===== src/design/ltc_pkg.sv =====
// shared types, constants and keyword tables of the lexical token classifier
`timescale 1ns / 1ps

package ltc_pkg;

   localparam int LINE_LENGTH_MAX = 4096;
   localparam int NUM_KW          = 22;
   localparam int QUEUE_DEPTH     = 4;
   localparam int QUEUE_PTR_W     = $clog2(QUEUE_DEPTH);

   localparam logic [11:0] LEN_MAX = 12'hFFF;
   localparam logic [11:0] COL_MAX = (LINE_LENGTH_MAX - 1 < 4095) ?
                                     12'(LINE_LENGTH_MAX - 1) : 12'hFFF;

   localparam logic [2:0] KIND_KEYWORD  = 3'd0;
   localparam logic [2:0] KIND_INTEGER  = 3'd1;
   localparam logic [2:0] KIND_REAL     = 3'd2;
   localparam logic [2:0] KIND_IDENT    = 3'd3;
   localparam logic [2:0] KIND_BAD_ID   = 3'd4;
   localparam logic [2:0] KIND_OPERATOR = 3'd5;

   // keyword text, right-justified, last character in the low byte
   localparam logic [63:0] KW_TEXT [NUM_KW] = '{
      64'("if"), 64'("else"), 64'("while"), 64'("do"), 64'("break"),
      64'("continue"), 64'("int"), 64'("double"), 64'("float"),
      64'("return"), 64'("char"), 64'("case"), 64'("sizeof"), 64'("long"),
      64'("short"), 64'("typedef"), 64'("switch"), 64'("unsigned"),
      64'("void"), 64'("static"), 64'("struct"), 64'("goto")
   };

   localparam logic [3:0] KW_LEN [NUM_KW] = '{
      4'd2, 4'd4, 4'd5, 4'd2, 4'd5, 4'd8, 4'd3, 4'd6, 4'd5, 4'd6, 4'd4,
      4'd4, 4'd6, 4'd4, 4'd5, 4'd7, 4'd6, 4'd8, 4'd4, 4'd6, 4'd6, 4'd4
   };

   typedef struct packed {
      logic [7:0] text_char;
      logic       line_end;
   } ltc_req_type;

   typedef struct packed {
      logic [2:0]  token_kind;
      logic [11:0] token_start;
      logic [11:0] token_length;
      logic [4:0]  keyword_index;
      logic [7:0]  operator_char;
      logic        last_of_run;
   } ltc_rsp_type;

   // everything one character produces, queued between front and back
   typedef struct packed {
      logic              tok_valid;
      logic              op_valid;
      logic [11:0]       tok_start;
      logic [11:0]       tok_len;
      logic [NUM_KW-1:0] kw_alive;
      logic              all_digits;
      logic              digits_or_dots;
      logic              seen_dot;
      logic              first_is_digit;
      logic [11:0]       op_start;
      logic [7:0]        op_char;
   } ltc_run_type;

   // character at position pos of keyword idx (pos below the keyword length)
   function automatic logic [7:0] kw_char(input logic [4:0] idx, input logic [2:0] pos);
      logic [3:0] sh;
      sh = KW_LEN[idx] - {1'b0, pos} - 4'd1;
      return KW_TEXT[idx][{sh[2:0], 3'b000} +: 8];
   endfunction

   function automatic logic is_delim(input logic [7:0] c);
      return c == " " || c == "+" || c == "-" || c == "*" || c == "/" ||
             c == "," || c == ";" || c == ">" || c == "<" || c == "=" ||
             c == "(" || c == ")" || c == "[" || c == "]" || c == "{" ||
             c == "}";
   endfunction

   function automatic logic is_op(input logic [7:0] c);
      return c == "+" || c == "-" || c == "*" || c == "/" ||
             c == ">" || c == "<" || c == "=";
   endfunction

endpackage


===== src/design/ltc_front.sv =====
// front end: per-character token tracking and incremental keyword matching
`timescale 1ns / 1ps

module ltc_front import ltc_pkg::*; (
   input  logic        clock,
   input  logic        reset,
   input  logic        req_valid,
   output logic        req_ready,
   input  ltc_req_type req_payload,
   input  logic        queue_full,
   output logic        push,
   output ltc_run_type push_run
);

   logic [11:0]       column_ff, column_in;
   logic [11:0]       start_ff, start_in;
   logic [11:0]       len_ff, len_in;
   logic [NUM_KW-1:0] alive_ff, alive_in;
   logic              all_dig_ff, all_dig_in;
   logic              dig_dot_ff, dig_dot_in;
   logic              dot_ff, dot_in;
   logic              first_dig_ff, first_dig_in;

   logic              accept;
   logic [7:0]        c;
   logic              delim, digit, dot;
   logic [11:0]       tok_start_new, len_new;
   logic [NUM_KW-1:0] alive_new;
   logic              all_dig_new, dig_dot_new, dot_new, first_dig_new;

   assign req_ready = !queue_full;
   assign accept    = req_valid && req_ready;
   assign c         = req_payload.text_char;
   assign delim     = is_delim(c);
   assign digit     = (c >= "0") && (c <= "9");
   assign dot       = (c == ".");

   // token state after taking c as a token character
   always_comb begin
      tok_start_new = (len_ff == 12'd0) ? column_ff : start_ff;
      first_dig_new = (len_ff == 12'd0) ? digit : first_dig_ff;
      for (int i = 0; i < NUM_KW; i++) begin
         alive_new[i] = alive_ff[i] && (len_ff < {8'd0, KW_LEN[i]}) &&
                        (kw_char(5'(i), len_ff[2:0]) == c);
      end
      all_dig_new = all_dig_ff && digit;
      dig_dot_new = dig_dot_ff && (digit || dot);
      dot_new     = dot_ff || dot;
      len_new     = (len_ff < LEN_MAX) ? len_ff + 12'd1 : len_ff;
   end

   always_comb begin
      push_run.op_valid  = delim && is_op(c);
      push_run.op_start  = column_ff;
      push_run.op_char   = c;
      if (delim) begin
         push_run.tok_valid      = (len_ff != 12'd0);
         push_run.tok_start      = start_ff;
         push_run.tok_len        = len_ff;
         push_run.kw_alive       = alive_ff;
         push_run.all_digits     = all_dig_ff;
         push_run.digits_or_dots = dig_dot_ff;
         push_run.seen_dot       = dot_ff;
         push_run.first_is_digit = first_dig_ff;
      end else begin
         push_run.tok_valid      = req_payload.line_end;
         push_run.tok_start      = tok_start_new;
         push_run.tok_len        = len_new;
         push_run.kw_alive       = alive_new;
         push_run.all_digits     = all_dig_new;
         push_run.digits_or_dots = dig_dot_new;
         push_run.seen_dot       = dot_new;
         push_run.first_is_digit = first_dig_new;
      end
      push = accept && (push_run.tok_valid || push_run.op_valid);
   end

   always_comb begin
      column_in    = column_ff;
      start_in     = start_ff;
      len_in       = len_ff;
      alive_in     = alive_ff;
      all_dig_in   = all_dig_ff;
      dig_dot_in   = dig_dot_ff;
      dot_in       = dot_ff;
      first_dig_in = first_dig_ff;
      if (accept) begin
         if (delim || req_payload.line_end) begin
            len_in       = 12'd0;
            alive_in     = '1;
            all_dig_in   = 1'b1;
            dig_dot_in   = 1'b1;
            dot_in       = 1'b0;
            first_dig_in = 1'b0;
         end else begin
            start_in     = tok_start_new;
            len_in       = len_new;
            alive_in     = alive_new;
            all_dig_in   = all_dig_new;
            dig_dot_in   = dig_dot_new;
            dot_in       = dot_new;
            first_dig_in = first_dig_new;
         end
         if (req_payload.line_end) begin
            column_in = 12'd0;
            start_in  = 12'd0;
         end else if (column_ff < COL_MAX) begin
            column_in = column_ff + 12'd1;
         end
      end
   end

   always_ff @(posedge clock) begin
      if (reset) begin
         column_ff    <= 12'd0;
         start_ff     <= 12'd0;
         len_ff       <= 12'd0;
         alive_ff     <= '1;
         all_dig_ff   <= 1'b1;
         dig_dot_ff   <= 1'b1;
         dot_ff       <= 1'b0;
         first_dig_ff <= 1'b0;
      end else begin
         column_ff    <= column_in;
         start_ff     <= start_in;
         len_ff       <= len_in;
         alive_ff     <= alive_in;
         all_dig_ff   <= all_dig_in;
         dig_dot_ff   <= dig_dot_in;
         dot_ff       <= dot_in;
         first_dig_ff <= first_dig_in;
      end
   end

   // a line end leaves no open token and restarts the column
   a_line_end_clears: assert property (@(posedge clock) disable iff (reset)
      accept && req_payload.line_end |=> len_ff == 12'd0 && column_ff == 12'd0)
      else $error("line end did not clear token state");

   // an open token always has a live digit flag consistent with its digits
   a_int_implies_num: assert property (@(posedge clock) disable iff (reset)
      all_dig_ff |-> dig_dot_ff && !dot_ff)
      else $error("number flags inconsistent");

endmodule


===== src/design/ltc_queue.sv =====
// short register queue between front end and back end
`timescale 1ns / 1ps

module ltc_queue import ltc_pkg::*; (
   input  logic        clock,
   input  logic        reset,
   input  logic        push,
   input  ltc_run_type push_run,
   output logic        full,
   input  logic        pop,
   output logic        head_valid,
   output ltc_run_type head_run
);

   ltc_run_type            slot_ff [QUEUE_DEPTH];
   logic [QUEUE_PTR_W-1:0] wr_ptr_ff, wr_ptr_in;
   logic [QUEUE_PTR_W-1:0] rd_ptr_ff, rd_ptr_in;
   logic [QUEUE_PTR_W:0]   count_ff, count_in;

   assign full       = (count_ff == (QUEUE_PTR_W + 1)'(QUEUE_DEPTH));
   assign head_valid = (count_ff != '0);
   assign head_run   = slot_ff[rd_ptr_ff];

   always_comb begin
      wr_ptr_in = push ? wr_ptr_ff + 1'b1 : wr_ptr_ff;
      rd_ptr_in = pop  ? rd_ptr_ff + 1'b1 : rd_ptr_ff;
      count_in  = count_ff + (QUEUE_PTR_W + 1)'(push) - (QUEUE_PTR_W + 1)'(pop);
   end

   always_ff @(posedge clock) begin
      if (push) begin
         slot_ff[wr_ptr_ff] <= push_run;
      end
   end

   always_ff @(posedge clock) begin
      if (reset) begin
         wr_ptr_ff <= '0;
         rd_ptr_ff <= '0;
         count_ff  <= '0;
      end else begin
         wr_ptr_ff <= wr_ptr_in;
         rd_ptr_ff <= rd_ptr_in;
         count_ff  <= count_in;
      end
   end

   a_no_overflow: assert property (@(posedge clock) disable iff (reset)
      !(push && full && !pop))
      else $error("queue overflow");

   a_no_underflow: assert property (@(posedge clock) disable iff (reset)
      pop |-> head_valid)
      else $error("queue underflow");

endmodule


===== src/design/ltc_back.sv =====
// back end: token class and one result per cycle to output reg unless stalled
`timescale 1ns / 1ps

module ltc_back import ltc_pkg::*; (
   input  logic        clock,
   input  logic        reset,
   input  logic        head_valid,
   input  ltc_run_type head_run,
   output logic        pop,
   output logic        rsp_valid,
   input  logic        rsp_ready,
   output ltc_rsp_type rsp_payload
);

   logic        rsp_valid_ff, rsp_valid_in;
   ltc_rsp_type rsp_ff, rsp_in;
   logic        op_phase_ff, op_phase_in;

   logic        load;
   logic        send_tok;
   logic        last;
   logic        kw_hit;
   logic [4:0]  kw_idx;
   logic [2:0]  tok_kind;

   // lowest-numbered live keyword of matching length wins
   always_comb begin
      kw_hit = 1'b0;
      kw_idx = 5'd0;
      for (int i = NUM_KW - 1; i >= 0; i--) begin
         if (head_run.kw_alive[i] && head_run.tok_len == {8'd0, KW_LEN[i]}) begin
            kw_hit = 1'b1;
            kw_idx = 5'(i);
         end
      end
      priority if (kw_hit) begin
         tok_kind = KIND_KEYWORD;
      end else if (head_run.all_digits) begin
         tok_kind = KIND_INTEGER;
      end else if (head_run.digits_or_dots && head_run.seen_dot) begin
         tok_kind = KIND_REAL;
      end else if (!head_run.first_is_digit) begin
         tok_kind = KIND_IDENT;
      end else begin
         tok_kind = KIND_BAD_ID;
      end
   end

   assign load     = head_valid && (!rsp_valid_ff || rsp_ready);
   assign send_tok = head_run.tok_valid && !op_phase_ff;
   assign last     = !(send_tok && head_run.op_valid);
   assign pop      = load && last;

   always_comb begin
      rsp_in       = rsp_ff;
      rsp_valid_in = rsp_valid_ff && !rsp_ready;
      op_phase_in  = op_phase_ff;
      if (load) begin
         rsp_valid_in = 1'b1;
         op_phase_in  = !last;
         if (send_tok) begin
            rsp_in.token_kind    = tok_kind;
            rsp_in.token_start   = head_run.tok_start;
            rsp_in.token_length  = head_run.tok_len;
            rsp_in.keyword_index = kw_idx;
            rsp_in.operator_char = 8'd0;
         end else begin
            rsp_in.token_kind    = KIND_OPERATOR;
            rsp_in.token_start   = head_run.op_start;
            rsp_in.token_length  = 12'd1;
            rsp_in.keyword_index = 5'd0;
            rsp_in.operator_char = head_run.op_char;
         end
         rsp_in.last_of_run = last;
      end
   end

   always_ff @(posedge clock) begin
      rsp_ff <= rsp_in;
   end

   always_ff @(posedge clock) begin
      if (reset) begin
         rsp_valid_ff <= 1'b0;
         op_phase_ff  <= 1'b0;
      end else begin
         rsp_valid_ff <= rsp_valid_in;
         op_phase_ff  <= op_phase_in;
      end
   end

   assign rsp_valid   = rsp_valid_ff;
   assign rsp_payload = rsp_ff;

   // second half of a run only exists for a token followed by an operator
   a_phase_pair: assert property (@(posedge clock) disable iff (reset)
      op_phase_ff |-> head_valid && head_run.tok_valid && head_run.op_valid)
      else $error("operator phase without a pending pair");

endmodule


===== src/design/lexical_token_classifier.sv =====
// top level of the lexical token classifier
//
//   channel   direction  payload         handshake
//   req_      in         ltc_req_type    req_valid / req_ready
//   rsp_      out        ltc_rsp_type    rsp_valid / rsp_ready
//
// one character accepted per cycle while the 4-entry run queue has room
// a character gives zero, one or two results; the back end sends one per cycle while
// the output is not stalled, so a token closed by an operator gives two results in turn
// a result is registered in the run queue and then in the output register before it is valid
// synchronous reset clears column, token state, queue and output valid
`timescale 1ns / 1ps

module lexical_token_classifier import ltc_pkg::*; (
   input  logic        clock,
   input  logic        reset,
   input  logic        req_valid,
   output logic        req_ready,
   input  ltc_req_type req_payload,
   output logic        rsp_valid,
   input  logic        rsp_ready,
   output ltc_rsp_type rsp_payload
);

   logic        queue_full;
   logic        push;
   ltc_run_type push_run;
   logic        pop;
   logic        head_valid;
   ltc_run_type head_run;

   ltc_front u_front (
      .clock       (clock),
      .reset       (reset),
      .req_valid   (req_valid),
      .req_ready   (req_ready),
      .req_payload (req_payload),
      .queue_full  (queue_full),
      .push        (push),
      .push_run    (push_run)
   );

   ltc_queue u_queue (
      .clock      (clock),
      .reset      (reset),
      .push       (push),
      .push_run   (push_run),
      .full       (queue_full),
      .pop        (pop),
      .head_valid (head_valid),
      .head_run   (head_run)
   );

   ltc_back u_back (
      .clock       (clock),
      .reset       (reset),
      .head_valid  (head_valid),
      .head_run    (head_run),
      .pop         (pop),
      .rsp_valid   (rsp_valid),
      .rsp_ready   (rsp_ready),
      .rsp_payload (rsp_payload)
   );

endmodule


===== config.mk =====
export PLATFORM = sky130hd
export DESIGN_NAME = lexical_token_classifier
export DESIGN_NICKNAME = d
export VERILOG_FILES = /design/src/design/ltc_pkg.sv /design/src/design/ltc_front.sv /design/src/design/ltc_queue.sv /design/src/design/ltc_back.sv /design/src/design/lexical_token_classifier.sv
export SDC_FILE = /design/constraint.sdc
export NUM_CORES = 1
export LEC_CHECK = 0
export ABC_AREA = 0
export BUFFER_PORTS_ARGS = -buffer_cell sky130_fd_sc_hd__buf_2
export CAP_MARGIN = 20
export CORE_MARGIN = 3
export CORE_UTILIZATION = 30
export DETAILED_ROUTE_END_ITERATION = 6
export PLACE_DENSITY_LB_ADDON = 0.05
export SYNTH_ARGS = -nofsm -noshare
export SYNTH_HDL_FRONTEND = slang
export SYNTH_HIERARCHICAL = 1
export SYNTH_SLANG_ARGS = --single-unit

===== constraint.sdc =====
create_clock -name clock -period 9 [get_ports clock]
set_input_delay 0.9 -clock clock [delete_from_list [all_inputs] [get_ports clock]]
set_output_delay 0.9 -clock clock [all_outputs]
set_load 0.05 [all_outputs]

==> metrics.txt <==
status=finished clean; fin nets=1438; syn nets=1410; Final min period=4.994 ns; Clock Power Share=32.4%; Cells after Synth=1371; Avg Inst Size Synth=13.65 um^2; Worst R2R Path Depth=10; RR Endpoint=u_queue/count_ff[2]; WL per Instance=22.51 um; Cell Count, Final, Fillers Out=2265; grt total ovfl=0; Tcrit/Tclk final=55.49%; Yosys warning count=6; Power Density=267.4 mW/mm^2; Final ANT Viol Nets=0; die area=0.06542 mm^2; Die Ht=255.8 um; initial core utilization=30.66%; 1st-iter DRT viols=802; Final Max Slew Viols=0; vias per inst=5.059; final RePlAce weighted congestion=0.8034; placed instance area=0.01961 mm^2; number of unique standard cell types used by synthesis=97; sequential share of the synthesized area=60.60%; CTS tree=done; sw power=1.849 mW; Seq pwr share=41.3%; Synth Flop Type=edfxtp_1; worst-skew pair later-pin latency=0.58 ns; layout cells sized above 1=18.45%; standard-cell row count=90; port bufs=55; final instance area=0.02110 mm^2; synthesis-to-finish area growth=12.76%; RSZ-0062 raised after global routing=no; Worst Hold Path Cells=2; pin slew with the least headroom to its limit=1.010 ns; vias post-DR=11460; first-pass GRT wire length=77.10 mm; number of antenna violations at the first check in global routing=0; Num CTS Buffers=47; fraction of registers with async set/reset=0%; CTS Buffer Depth=3; Hold EP=u_front/all_dig_ff; Final Hold Viols=0; Fin Setup TNS=0 ns; dpl cells=2177; Worst Clk Skew=0.02307 ns; Peak Freq=0.2002 GHz; DRC viols=0; maxcap violations=0; switch share=32.77%; Worst Hold Launch=u_front/all_dig_ff; WP data required=9.18 ns; cts repair resizes=0; Lkg Pwr=7.115 nW; cell area after synthesis=0.01872 mm^2; worst vdd ir=0.1364 mV; CP startpoint kind=input port; TritonRoute pass-1 iters=4; clock-pin slew of the registers on the worst-case setup and hold paths=0.06 ns; number of global-route vias before repair=11580; CTS root buffer=clkbuf_16; setup slack, reg-to-reg=5.07 ns; CP Capture Type=flip-flop; final setup vio count=0; clock sinks=402; CTS H-tree depth=2; Post-synth EDFFs=329; Setup Buffers After CTS=0; Synth Register Bits=402; pin count of the biggest net entering global routing=48; Int Pwr=3.793 mW; Worst EP arrival=5.18 ns; WL final=51.00 mm; Die X-Extent=255.8 um; Post-DP HPWL=32.26 mm; kind of critical path=in2reg; # hold bufs at CTS=0; core footprint=0.06103 mm^2; Worst Hold Class=reg2reg; CP max FO=45; Max-slew headroom=32.46%; GRT Total Usage=15.43%; power share of the combinational group=26.4%; Ports=56
## logic make-up after synthesis
kind of cell,synth area share [%]
and+or+nand+nor,11.71
DFF,60.60
buffers and inverters,3.603
adders and majority gates,1.778
AOI/OAI and AO/OA,8.176
xor gates and xnor gates,3.777
muxes,10.36
## through the flow
| step | util [%] | setup slack, ns | hold WS [ns] | total power, mW |
|---|---|---|---|---|
| global route | 34.57 | 3.701 | 0.4844 | 5.930 |
| finish | 34.58 | 4.006 | 0.4652 | 5.642 |
| floorplan | - | 4.174 | 0.4317 | 3.511 |
| detailed placement | 32.12 | 3.392 | 0.4516 | 3.883 |
| CTS | 34.54 | 3.991 | 0.4659 | 5.743 |
| global placement | 32.12 | 3.351 | 0.4522 | 3.885 |
## layout by cell type, fill, tap and decap left out, types with 14 or more instances in the layout
cell       synthesis  routed
a21oi_1           63      63
a31oi_1           15      15
and2_1            25      21
and3_1            15      15
buf_2             29      55
buf_4             14      19
clkbuf_16          0      47
dfxtp_1           73      71
edfxtp_1         329     329
ha_1              25      25
inv_1             19      18
mux2_2            14      14
mux4_2            71      71
nand2_1          121     121
nand3_1           38      38
nand4_1           15      15
nor2_1            93      93
nor3_1            27      27
o21ai_0           33      33
xnor2_1           49      49
xor2_1            29      29
## routing by layer
metal | vias up | global-route usage, % | share of wire (%)
li1 | 5291 | - | -
met1 | 5859 | 22.53 | 49
met2 | 239 | 23.84 | 45
met3 | 70 | 2.394 | 3.9
met4 | 0 | 4.340 | 2.3
met5 | - | 0 | 0
## worst max-delay path by stage
stage,depth (start not counted),to,start,slack [ns]
floorplan,9,u_queue/slot_ff[0][0],req_payload[2],4.17
global placement,8,u_queue/slot_ff[3][38],req_payload[1],3.35
detailed placement,8,u_queue/slot_ff[3][40],req_payload[1],3.39
CTS,8,u_queue/slot_ff[3][28],req_payload[1],3.99
global route,8,u_queue/slot_ff[2][28],req_payload[1],3.70
finish,8,u_queue/slot_ff[2][28],req_payload[1],4.01
## power groups by stage
stage / registers (mW) / clock network, mW / logic (mW)
finish: 2.33 / 1.83 / 1.49
global route: 2.35 / 1.97 / 1.61
CTS: 2.34 / 1.89 / 1.51
detailed placement: 2.38 / 0 / 1.51
global placement: 2.37 / 0 / 1.51
floorplan: 2.66 / 0 / 0.846
## area by class of cell
cell class | count | area (um^2)
fillers | 6000 | 39930
flip-flops and latches | 402 | 11350
multi-input cells | 850 | 6718
clock buffers | 62 | 1262
well taps | 828 | 1036
repair buffers | 75 | 437.9
clock inverters | 24 | 212.7
inverters | 23 | 86.33
diodes | 1 | 2.502
## cells in the mapped netlist, drive strengths merged, types with 16 or more instances
library cell / count / area (um^2)
and2: 25 / 156.4
buf: 59 / 446.7
nand3: 39 / 200.2
clkbuf: 37 / 141.4
xor2: 29 / 254.0
nor2: 96 / 367.8
o21ai: 35 / 178.9
nor3: 30 / 177.7
nand4: 16 / 106.4
ha: 25 / 312.8
a21oi: 63 / 315.3
inv: 20 / 75.07
nand2: 121 / 454.2
dfxtp: 73 / 1461
mux4: 73 / 1652
edfxtp: 329 / 9879
xnor2: 49 / 429.2
## sequential cells by signal, summed over array words and instances (netlist names), 2 cells and up, named ones only
signal and cells:
u_queue/slot_ff 288, u_back/rsp_payload 41, u_front/alive_ff 22, u_front/column_ff 12, u_front/len_ff 12, u_front/start_ff 12
u_queue/count_ff 3, u_queue/rd_ptr_ff 2, u_queue/wr_ptr_ff 2
## critical path, cell delays in order
cell      delay (ns)
buf_2           0.75
nand2b_1        0.25
o21ai_0         0.18
a221oi_4        0.52
nor2_1          0.34
nor3_1          0.81
and2_4          0.63
buf_4           0.70
(Power assumes the default switching activity.)
